## config.mk

```make
export PLATFORM = sky130hd
export DESIGN_NAME = bounded_sorted_deque_core_flat
export DESIGN_NICKNAME = d
export VERILOG_FILES = /design/src/rtl/bsd_pkg.sv /design/src/rtl/bsd_if.sv /design/src/rtl/bounded_sorted_deque_core.sv /design/src/rtl/bsd_store.sv /design/src/rtl/bsd_cmp.sv /design/src/flat_wrapper.sv
export SDC_FILE = /design/constraint.sdc
export NUM_CORES = 1
export LEC_CHECK = 0
export ABC_AREA = 1
export BUFFER_PORTS_ARGS = -buffer_cell sky130_fd_sc_hd__buf_2
export CELL_PAD_IN_SITES_DETAIL_PLACEMENT = 0
export CELL_PAD_IN_SITES_GLOBAL_PLACEMENT = 1
export CORE_AREA = 2 2 255 257
export DETAILED_ROUTE_END_ITERATION = 8
export DIE_AREA = 0 0 257 259
export GPL_TIMING_DRIVEN = 0
export PLACE_DENSITY_LB_ADDON = 0.1
export SYNTH_ARGS = -nofsm -noshare
export SYNTH_HDL_FRONTEND = slang
export SYNTH_SLANG_ARGS = --single-unit
```

## constraint.sdc

```tcl
create_clock -name clk -period 4.5 [get_ports clk]
set_input_delay 0.9 -clock clk [delete_from_list [all_inputs] [get_ports clk]]
set_output_delay 0.9 -clock clk [all_outputs]
set_load 0.03 [all_outputs]
```

## src/rtl/bsd_pkg.sv

```systemverilog
// Shared constants, codes and types of the bounded sorted deque.
`default_nettype none
package bsd_pkg;

	localparam int LIST_DEPTH = 16;
	localparam int VALUE_BITS = 32;

	localparam int OP_W   = 3;
	localparam int WORD_W = 32;
	localparam int STAT_W = 2;
	localparam int OCC_W  = 5;

	localparam int CNT_W  = $clog2(LIST_DEPTH + 1);
	localparam int ADDR_W = (LIST_DEPTH > 1) ? $clog2(LIST_DEPTH) : 1;

	localparam logic [OP_W-1:0] OP_INS_FRONT  = 3'd0;
	localparam logic [OP_W-1:0] OP_INS_SORTED = 3'd1;
	localparam logic [OP_W-1:0] OP_INS_BACK   = 3'd2;
	localparam logic [OP_W-1:0] OP_RM_FRONT   = 3'd3;
	localparam logic [OP_W-1:0] OP_RM_VALUE   = 3'd4;
	localparam logic [OP_W-1:0] OP_RM_BACK    = 3'd5;
	localparam logic [OP_W-1:0] OP_CLEAR      = 3'd6;
	localparam logic [OP_W-1:0] OP_DUMP       = 3'd7;

	localparam logic [STAT_W-1:0] ST_OK        = 2'd0;
	localparam logic [STAT_W-1:0] ST_EMPTY     = 2'd1;
	localparam logic [STAT_W-1:0] ST_FULL      = 2'd2;
	localparam logic [STAT_W-1:0] ST_NOT_FOUND = 2'd3;

	typedef struct packed {
		logic                         we;
		logic [ADDR_W-1:0]            waddr;
		logic signed [VALUE_BITS-1:0] wdata;
		logic                         re;
		logic [ADDR_W-1:0]            raddr;
	} mem_req_t;

	typedef struct packed {
		logic gt;
		logic eq;
	} cmp_res_t;

	typedef enum logic [8:0] {
		S_IDLE = 9'b000000001,
		S_SRD  = 9'b000000010,
		S_SEV  = 9'b000000100,
		S_UP   = 9'b000001000,
		S_UPW  = 9'b000010000,
		S_DN   = 9'b000100000,
		S_DNW  = 9'b001000000,
		S_DOUT = 9'b010000000,
		S_EMIT = 9'b100000000
	} state_t;

endpackage
`default_nettype wire

```

## src/rtl/bsd_if.sv

```systemverilog
// Request and response channel interfaces of the bounded sorted deque.
`default_nettype none
interface bsd_req_if;
	import bsd_pkg::*;
	logic                     valid;
	logic                     ready;
	logic [OP_W-1:0]          op;
	logic signed [WORD_W-1:0] value;

	modport source (output valid, op, value, input ready);
	modport sink (input valid, op, value, output ready);
endinterface

interface bsd_rsp_if;
	import bsd_pkg::*;
	logic                     valid;
	logic                     ready;
	logic [STAT_W-1:0]        status;
	logic signed [WORD_W-1:0] element;
	logic [OCC_W-1:0]         occupancy;
	logic                     last;

	modport source (output valid, status, element, occupancy, last, input ready);
	modport sink (input valid, status, element, occupancy, last, output ready);
endinterface
`default_nettype wire

```

## src/rtl/bounded_sorted_deque_core.sv

```systemverilog
// Top level of the bounded sorted deque: request sequencer, storage and compare unit.
//
//   channel  dir  handshake     payload
//   req      in   valid/ready   op, value
//   rsp      out  valid/ready   status, element, occupancy, last
//
// Each request is taken only when the sequencer is idle and then runs alone.
// Every step of a search or shift is one storage read followed by one write or
// compare on the single storage port pair.
// Insert and remove hold the sequencer while they compare and move words; clear
// and full or empty cases go straight to the response. A dump reads and emits
// each stored word in turn, one response per word.
// Reset empties the list at once. A stalled response holds its register and
// pauses the sequencer before it loads the next response.
`default_nettype none
module bounded_sorted_deque_core (
	input  wire logic clk,
	input  wire logic arst_n,
	bsd_req_if.sink   req,
	bsd_rsp_if.source rsp
);
	import bsd_pkg::*;

	state_t                       state_q, state_d;
	logic [OP_W-1:0]              op_q, op_d;
	logic signed [VALUE_BITS-1:0] val_q, val_d;
	logic [CNT_W-1:0]             cnt_q, cnt_d;
	logic [CNT_W-1:0]             idx_q, idx_d;
	logic [CNT_W-1:0]             pos_q, pos_d;
	logic [STAT_W-1:0]            stat_q, stat_d;

	logic                         ov_q;
	logic [STAT_W-1:0]            ost_q, ost_d;
	logic signed [WORD_W-1:0]     oel_q, oel_d;
	logic [OCC_W-1:0]             ooc_q, ooc_d;
	logic                         olast_q, olast_d;
	logic                         out_load;
	logic                         out_free;

	mem_req_t                     mreq;
	logic signed [VALUE_BITS-1:0] rdata;
	cmp_res_t                     cmp;
	logic signed [VALUE_BITS-1:0] val_ext;
	logic [CNT_W-1:0]             idx_p1;
	logic [CNT_W-1:0]             idx_m1;
	logic [CNT_W-1:0]             cnt_m1;

	bsd_store u_store (
		.clk   (clk),
		.req   (mreq),
		.rdata (rdata)
	);

	bsd_cmp u_cmp (
		.key   (val_q),
		.entry (rdata),
		.res   (cmp)
	);

	assign val_ext  = VALUE_BITS'(req.value);
	assign idx_p1   = idx_q + CNT_W'(1);
	assign idx_m1   = idx_q - CNT_W'(1);
	assign cnt_m1   = cnt_q - CNT_W'(1);
	assign out_free = !ov_q || rsp.ready;

	always_comb begin
		state_d   = state_q;
		op_d      = op_q;
		val_d     = val_q;
		cnt_d     = cnt_q;
		idx_d     = idx_q;
		pos_d     = pos_q;
		stat_d    = stat_q;
		out_load  = 1'b0;
		ost_d     = ST_OK;
		oel_d     = '0;
		ooc_d     = OCC_W'(cnt_q);
		olast_d   = 1'b1;
		mreq      = '0;
		req.ready = 1'b0;
		case (state_q)
			S_IDLE: begin
				req.ready = 1'b1;
				if (req.valid) begin
					op_d   = req.op;
					val_d  = val_ext;
					idx_d  = '0;
					pos_d  = '0;
					stat_d = ST_OK;
					case (req.op)
						OP_INS_FRONT, OP_INS_SORTED, OP_INS_BACK: begin
							if (cnt_q == CNT_W'(LIST_DEPTH)) begin
								stat_d  = ST_FULL;
								state_d = S_EMIT;
							end else if (req.op == OP_INS_FRONT) begin
								idx_d   = cnt_q;
								state_d = S_UP;
							end else if (req.op == OP_INS_BACK) begin
								idx_d   = cnt_q;
								pos_d   = cnt_q;
								state_d = S_UP;
							end else if (cnt_q == '0) begin
								state_d = S_UP;
							end else begin
								state_d = S_SRD;
							end
						end
						OP_RM_FRONT, OP_RM_VALUE, OP_RM_BACK: begin
							if (cnt_q == '0) begin
								stat_d  = ST_EMPTY;
								state_d = S_EMIT;
							end else if (req.op == OP_RM_FRONT) begin
								state_d = S_DN;
							end else if (req.op == OP_RM_BACK) begin
								idx_d   = cnt_m1;
								state_d = S_DN;
							end else begin
								state_d = S_SRD;
							end
						end
						OP_CLEAR: begin
							stat_d  = (cnt_q == '0) ? ST_EMPTY : ST_OK;
							cnt_d   = '0;
							state_d = S_EMIT;
						end
						default: begin
							if (cnt_q == '0) begin
								stat_d  = ST_EMPTY;
								state_d = S_EMIT;
							end else begin
								state_d = S_SRD;
							end
						end
					endcase
				end
			end
			S_SRD: begin
				mreq.re    = 1'b1;
				mreq.raddr = idx_q[ADDR_W-1:0];
				state_d    = (op_q == OP_DUMP) ? S_DOUT : S_SEV;
			end
			S_SEV: begin
				if (op_q == OP_RM_VALUE) begin
					if (cmp.eq) begin
						state_d = S_DN;
					end else if (idx_p1 == cnt_q) begin
						stat_d  = ST_NOT_FOUND;
						state_d = S_EMIT;
					end else begin
						idx_d   = idx_p1;
						state_d = S_SRD;
					end
				end else if (cmp.gt) begin
					if (idx_p1 == cnt_q) begin
						pos_d   = cnt_q;
						idx_d   = cnt_q;
						state_d = S_UP;
					end else begin
						idx_d   = idx_p1;
						state_d = S_SRD;
					end
				end else begin
					pos_d   = idx_q;
					idx_d   = cnt_q;
					state_d = S_UP;
				end
			end
			S_UP: begin
				if (idx_q == pos_q) begin
					mreq.we    = 1'b1;
					mreq.waddr = pos_q[ADDR_W-1:0];
					mreq.wdata = val_q;
					cnt_d      = cnt_q + CNT_W'(1);
					state_d    = S_EMIT;
				end else begin
					mreq.re    = 1'b1;
					mreq.raddr = idx_m1[ADDR_W-1:0];
					state_d    = S_UPW;
				end
			end
			S_UPW: begin
				mreq.we    = 1'b1;
				mreq.waddr = idx_q[ADDR_W-1:0];
				mreq.wdata = rdata;
				idx_d      = idx_m1;
				state_d    = S_UP;
			end
			S_DN: begin
				if (idx_p1 >= cnt_q) begin
					cnt_d   = cnt_m1;
					state_d = S_EMIT;
				end else begin
					mreq.re    = 1'b1;
					mreq.raddr = idx_p1[ADDR_W-1:0];
					state_d    = S_DNW;
				end
			end
			S_DNW: begin
				mreq.we    = 1'b1;
				mreq.waddr = idx_q[ADDR_W-1:0];
				mreq.wdata = rdata;
				idx_d      = idx_p1;
				state_d    = S_DN;
			end
			S_DOUT: begin
				if (out_free) begin
					out_load = 1'b1;
					ost_d    = ST_OK;
					oel_d    = WORD_W'(rdata);
					olast_d  = (idx_p1 == cnt_q);
					if (idx_p1 == cnt_q) begin
						state_d = S_IDLE;
					end else begin
						idx_d   = idx_p1;
						state_d = S_SRD;
					end
				end
			end
			S_EMIT: begin
				if (out_free) begin
					out_load = 1'b1;
					ost_d    = stat_q;
					state_d  = S_IDLE;
				end
			end
			default: begin
				state_d = S_IDLE;
			end
		endcase
	end

	always_ff @(posedge clk or negedge arst_n) begin
		if (!arst_n) begin
			state_q <= S_IDLE;
			cnt_q   <= '0;
			ov_q    <= 1'b0;
		end else begin
			state_q <= state_d;
			cnt_q   <= cnt_d;
			if (out_load) begin
				ov_q <= 1'b1;
			end else if (rsp.ready) begin
				ov_q <= 1'b0;
			end
		end
	end

	always_ff @(posedge clk) begin
		op_q   <= op_d;
		val_q  <= val_d;
		idx_q  <= idx_d;
		pos_q  <= pos_d;
		stat_q <= stat_d;
		if (out_load) begin
			ost_q   <= ost_d;
			oel_q   <= oel_d;
			ooc_q   <= ooc_d;
			olast_q <= olast_d;
		end
	end

	assign rsp.valid     = ov_q;
	assign rsp.status    = ost_q;
	assign rsp.element   = oel_q;
	assign rsp.occupancy = ooc_q;
	assign rsp.last      = olast_q;
endmodule
`default_nettype wire

```

## src/rtl/bsd_store.sv

```systemverilog
// Entry storage: one write port and one read port with registered read data.
`default_nettype none
module bsd_store (
	input  wire logic                                  clk,
	input  wire bsd_pkg::mem_req_t                     req,
	output logic signed [bsd_pkg::VALUE_BITS-1:0]      rdata
);
	import bsd_pkg::*;

	logic signed [VALUE_BITS-1:0] mem [LIST_DEPTH];
	logic signed [VALUE_BITS-1:0] rd_q;

	always_ff @(posedge clk) begin
		if (req.we) begin
			mem[req.waddr] <= req.wdata;
		end
		if (req.re) begin
			rd_q <= mem[req.raddr];
		end
	end

	assign rdata = rd_q;
endmodule
`default_nettype wire

```

## src/rtl/bsd_cmp.sv

```systemverilog
// Shared compare unit: signed greater-than and equality of the key against an entry.
`default_nettype none
module bsd_cmp (
	input  wire logic signed [bsd_pkg::VALUE_BITS-1:0] key,
	input  wire logic signed [bsd_pkg::VALUE_BITS-1:0] entry,
	output bsd_pkg::cmp_res_t                          res
);
	import bsd_pkg::*;

	always_comb begin
		res.gt = (key > entry);
		res.eq = (key == entry);
	end
endmodule
`default_nettype wire

```

## src/flat_wrapper.sv

```systemverilog
// flat-port wrapper written by rule: the top's interface ports become plain ports
module bounded_sorted_deque_core_flat import bsd_pkg::*;
  (clk, arst_n, req_valid, req_op, req_value, req_ready, rsp_valid, rsp_status, rsp_element, rsp_occupancy, rsp_last, rsp_ready);
  bsd_req_if req_i ();
  bsd_rsp_if rsp_i ();
  input  wire logic clk;
  input  wire logic arst_n;
  input wire logic [$bits(req_i.valid)-1:0] req_valid;
  input wire logic [$bits(req_i.op)-1:0] req_op;
  input wire logic [$bits(req_i.value)-1:0] req_value;
  output wire logic [$bits(req_i.ready)-1:0] req_ready;
  output wire logic [$bits(rsp_i.valid)-1:0] rsp_valid;
  output wire logic [$bits(rsp_i.status)-1:0] rsp_status;
  output wire logic [$bits(rsp_i.element)-1:0] rsp_element;
  output wire logic [$bits(rsp_i.occupancy)-1:0] rsp_occupancy;
  output wire logic [$bits(rsp_i.last)-1:0] rsp_last;
  input wire logic [$bits(rsp_i.ready)-1:0] rsp_ready;
  assign req_i.valid = req_valid;
  assign req_i.op = req_op;
  assign req_i.value = req_value;
  assign req_ready = req_i.ready;
  assign rsp_valid = rsp_i.valid;
  assign rsp_status = rsp_i.status;
  assign rsp_element = rsp_i.element;
  assign rsp_occupancy = rsp_i.occupancy;
  assign rsp_last = rsp_i.last;
  assign rsp_i.ready = rsp_ready;
  bounded_sorted_deque_core u_core (.clk(clk), .arst_n(arst_n), .req(req_i), .rsp(rsp_i));
endmodule
```

==> results.sh <==
export IMPL_status="finished, final reports clean"
export IMPL_max_slew_margin_rel=0.199
export IMPL_period_share=0.956
export IMPL_synth_seq_area_share=0.679
export IMPL_path_clk_slew_ns=0.05
export IMPL_grtUsageTotal=0.296
export IMPL_dpl_cell_area_mm2=0.0309
export IMPL_drt_wl_total_um=98800
export IMPL_worst_ir_drop_vdd_mv=0.324
export IMPL_hold_viol=0
export IMPL_drtPass1Iterations=5
export IMPL_critPathKind="reg -> reg"
export IMPL_drc=0
export IMPL_place_ws_ns=-0.551
export IMPL_wl_per_cell_um=26.2
export IMPL_synth_flop_cell="edfxtp_1"
export IMPL_grt_pass1_vias=19400
export IMPL_grt_ovfl_total=0
export IMPL_slew_violations=0
export IMPL_final_cell_mix="nand2_1, edfxtp_1, inv_1, nand3_1, buf_2"
export IMPL_syn_num_nets=2732
export IMPL_switchingPower_mw=6.07
export IMPL_setup_ws_ns=0.200
export IMPL_cp_slowest_cell="edfxtp_1"
export IMPL_slowest_delay_ns=0.50
export IMPL_powerDensity_mw_per_mm2=525
export IMPL_num_rows=93
export IMPL_yosysTopAreaCellShare=0.665
export IMPL_drv_cap=0
export IMPL_dp_cells=3642
export IMPL_antennaDiodeCount=0
export IMPL_crit_chain="buf_4, inv_2, ha_2, ha_1, nand2_1, nor2_1, nand2_2, nand2_1, nor2_2, nand3_1, nand3b_1, buf_4, buf_4, buf_4, o211ai_1, nand3_1, nand3_1, nand2_1"
export IMPL_critPathCaptureType="flip-flop"
export IMPL_seq_power_share=0.420
export IMPL_htreeDepth=3
export IMPL_ant_nets=0
export IMPL_final_fill_count=5674
export IMPL_grt_pass1_wl_um=139000
export IMPL_grt_max_degree=37
export IMPL_viasPerCell=5.43
export IMPL_ys_seq_elements=646
export IMPL_finalSetupViolations=0
export IMPL_leakagePower_nw=13.6
export IMPL_hpwlAfterDp_um=67100
export IMPL_yosysWarnings=0
export IMPL_finalCriticalPeriod_ns=4.30
export IMPL_fin_setup_tns_ns=0
export IMPL_yosysTopAreaCell="edfxtp_1"
export IMPL_fin_nets=2947
export IMPL_power_share_combinational=0.266
export IMPL_clock_sinks=646
export IMPL_num_vias=20500
export IMPL_cp_max_fo=10
export IMPL_layout_drive_gt1_share=0.133
export IMPL_cts_hold_buffers=0
export IMPL_ys_types=48
export IMPL_rsz0062_at_grt="no"
export IMPL_worst_pin_slew_ns=1.19
export IMPL_portBuffers=80
export IMPL_antenna_found_initial=2
export IMPL_cts_buffers_inserted=72
export IMPL_dr_first_iter_drc_count=2298
export IMPL_fmax_ghz=0.233
export IMPL_cts_max_path_buffers=3
export IMPL_mostFrequentLayoutCell="nand2_1"
export IMPL_start_util=0.446
export IMPL_root_buffer="clkbuf_16"
export IMPL_fin_cells=3771
export IMPL_critPathLaunchType="flip-flop"
export IMPL_design_area_mm2=0.0332
export IMPL_syn2layout_area_growth_pct=16.5
export IMPL_cp_required_ns=4.81
export IMPL_syn_inst=2652
export IMPL_p_int_mw=11.3
export IMPL_tritoncts="yes"
export IMPL_die_x_um=257
export IMPL_syn_area_per_cell_um2=10.7
export IMPL_clockPowerShare=0.314
export IMPL_p_sw_frac=0.349
export IMPL_fin_hold_ws_ns=0.216
export IMPL_worst_ep_arrival_time_ns=4.61
export IMPL_cpMostUsedCell="buf_4"
export IMPL_ioPinCount=81
export IMPL_synth_edf_count=631
export IMPL_synthTopCellsByArea="edfxtp_1, nand2_1, nand3_1"
export IMPL_hold_path_class="in -> async"
export IMPL_fin_worst_skew_ns=0.0252
export IMPL_routabilityCongestion=0.899
export IMPL_die_y_um=259
export IMPL_clk_latency_ns=0.62
export IMPL_core_area_mm2=0.0639
export IMPL_synthesis_area_mm2=0.0285
export IMPL_synthArstFlopShare=0.0232
export IMPL_die_area_mm2=0.0666
-- worst max-delay path: cells and delay by family (launching register included) --
| family | cells | cell delay, ns |
|---|---|---|
| AOI/OAI and AO/OA | 1 | 0.31 |
| adders and majority gates | 2 | 0.72 |
| buffers and inverters | 5 | 1.11 |
| DFF | 1 | 0.50 |
| and+or+nand+nor | 10 | 1.33 |
-- final timing paths --
path,end,slack (ns),startpoint,cells after the start
worst max-delay path,u_core.u_store.rdata[15],0.20,u_core.idx_q[0],18
worst min-delay path,u_core.cnt_q[3],0.22,arst_n,1
worst max register to register,u_core.u_store.rdata[15],0.20,u_core.idx_q[0],18
worst min register to register,u_core.rsp.occupancy[2],0.45,u_core.cnt_q[2],0
max in group asynchronous,u_core.state_q[0],3.94,arst_n,1
min in group clk,u_core.rsp.occupancy[2],0.45,u_core.cnt_q[2],0
-- sequential cells by signal, indices dropped and copies added, names as in the netlist, 2 cells and up --
name,cells
u_core.cnt_q,5
u_core.idx_q,5
u_core.op_q,3
u_core.pos_q,5
u_core.rsp.element,32
u_core.rsp.occupancy,5
u_core.rsp.status,2
u_core.stat_q,2
u_core.state_q,9
u_core.u_store.mem,512
u_core.u_store.rdata,32
u_core.val_q,32
-- timing repair --
action,CTS,global route
pin swaps,0,0
cloned,0,0
gates resized for setup,19,28
endpoints found under the setup margin,32,32
buffers inserted,0,5
-- synthesized netlist by cell type (all sizes together), types with 4 or more instances --
library cell and instances:
nand2 808, edfxtp 631, nor3 7, nor2 113
o211ai 79, a21oi 31, inv 368, clkbuf 24
ha 41, o21ai 64, nor4 4, buf 95
dfrtp 14, nand4 8, xor2 8, o22ai 8
nand3 320
-- metal layers --
metal | vias to the layer above | wire (um) | track usage
met5 | - | 12 | 0
li1 | 9361 | - | -
met3 | 199 | 9010 | 0.0576
met2 | 1006 | 46500 | 0.489
met4 | 2 | 3220 | 0.0975
met1 | 9908 | 40000 | 0.395
-- power by group through the flow --
stage / sequential, mW / combinational (mW) / clock [mW]
after detailed placement: 7.45 / 4.48 / 0
after global placement: 7.48 / 4.37 / 0
after global routing: 7.35 / 5.01 / 5.76
after floorplan: 7.41 / 2.55 / 0
after CTS: 7.33 / 4.52 / 5.52
final: 7.32 / 4.64 / 5.46
-- final cells by class --
type / count / area [um2] / area share
Inverter: 368 / 1380 / 0.0416
Buffer: 119 / 684 / 0.0206
Clock buffer: 93 / 1920 / 0.0580
Timing Repair Buffer: 141 / 1290 / 0.0389
Multi-Input combinational cell: 1519 / 7320 / 0.221
Sequential cell: 646 / 19300 / 0.583
Clock inverter: 30 / 180 / 0.00543
Tap cell: 855 / 1070 / 0.0323
-- stage by stage --
stage	total power, mW	utilization
after global placement	11.8	0.469
after CTS	17.4	0.518
after detailed placement	11.9	0.484
final	17.4	0.519
after floorplan	9.97	-
after global routing	18.1	0.519
-- logic make-up after synthesis --
logic type	share of synthesized area
DFF	0.679
AOI/OAI and AO/OA	0.0451
xor gates and xnor gates	0.00338
buffers and inverters	0.0699
adders and majority gates	0.0180
and+or+nand+nor	0.185
Power figures use the tool's default switching activity.
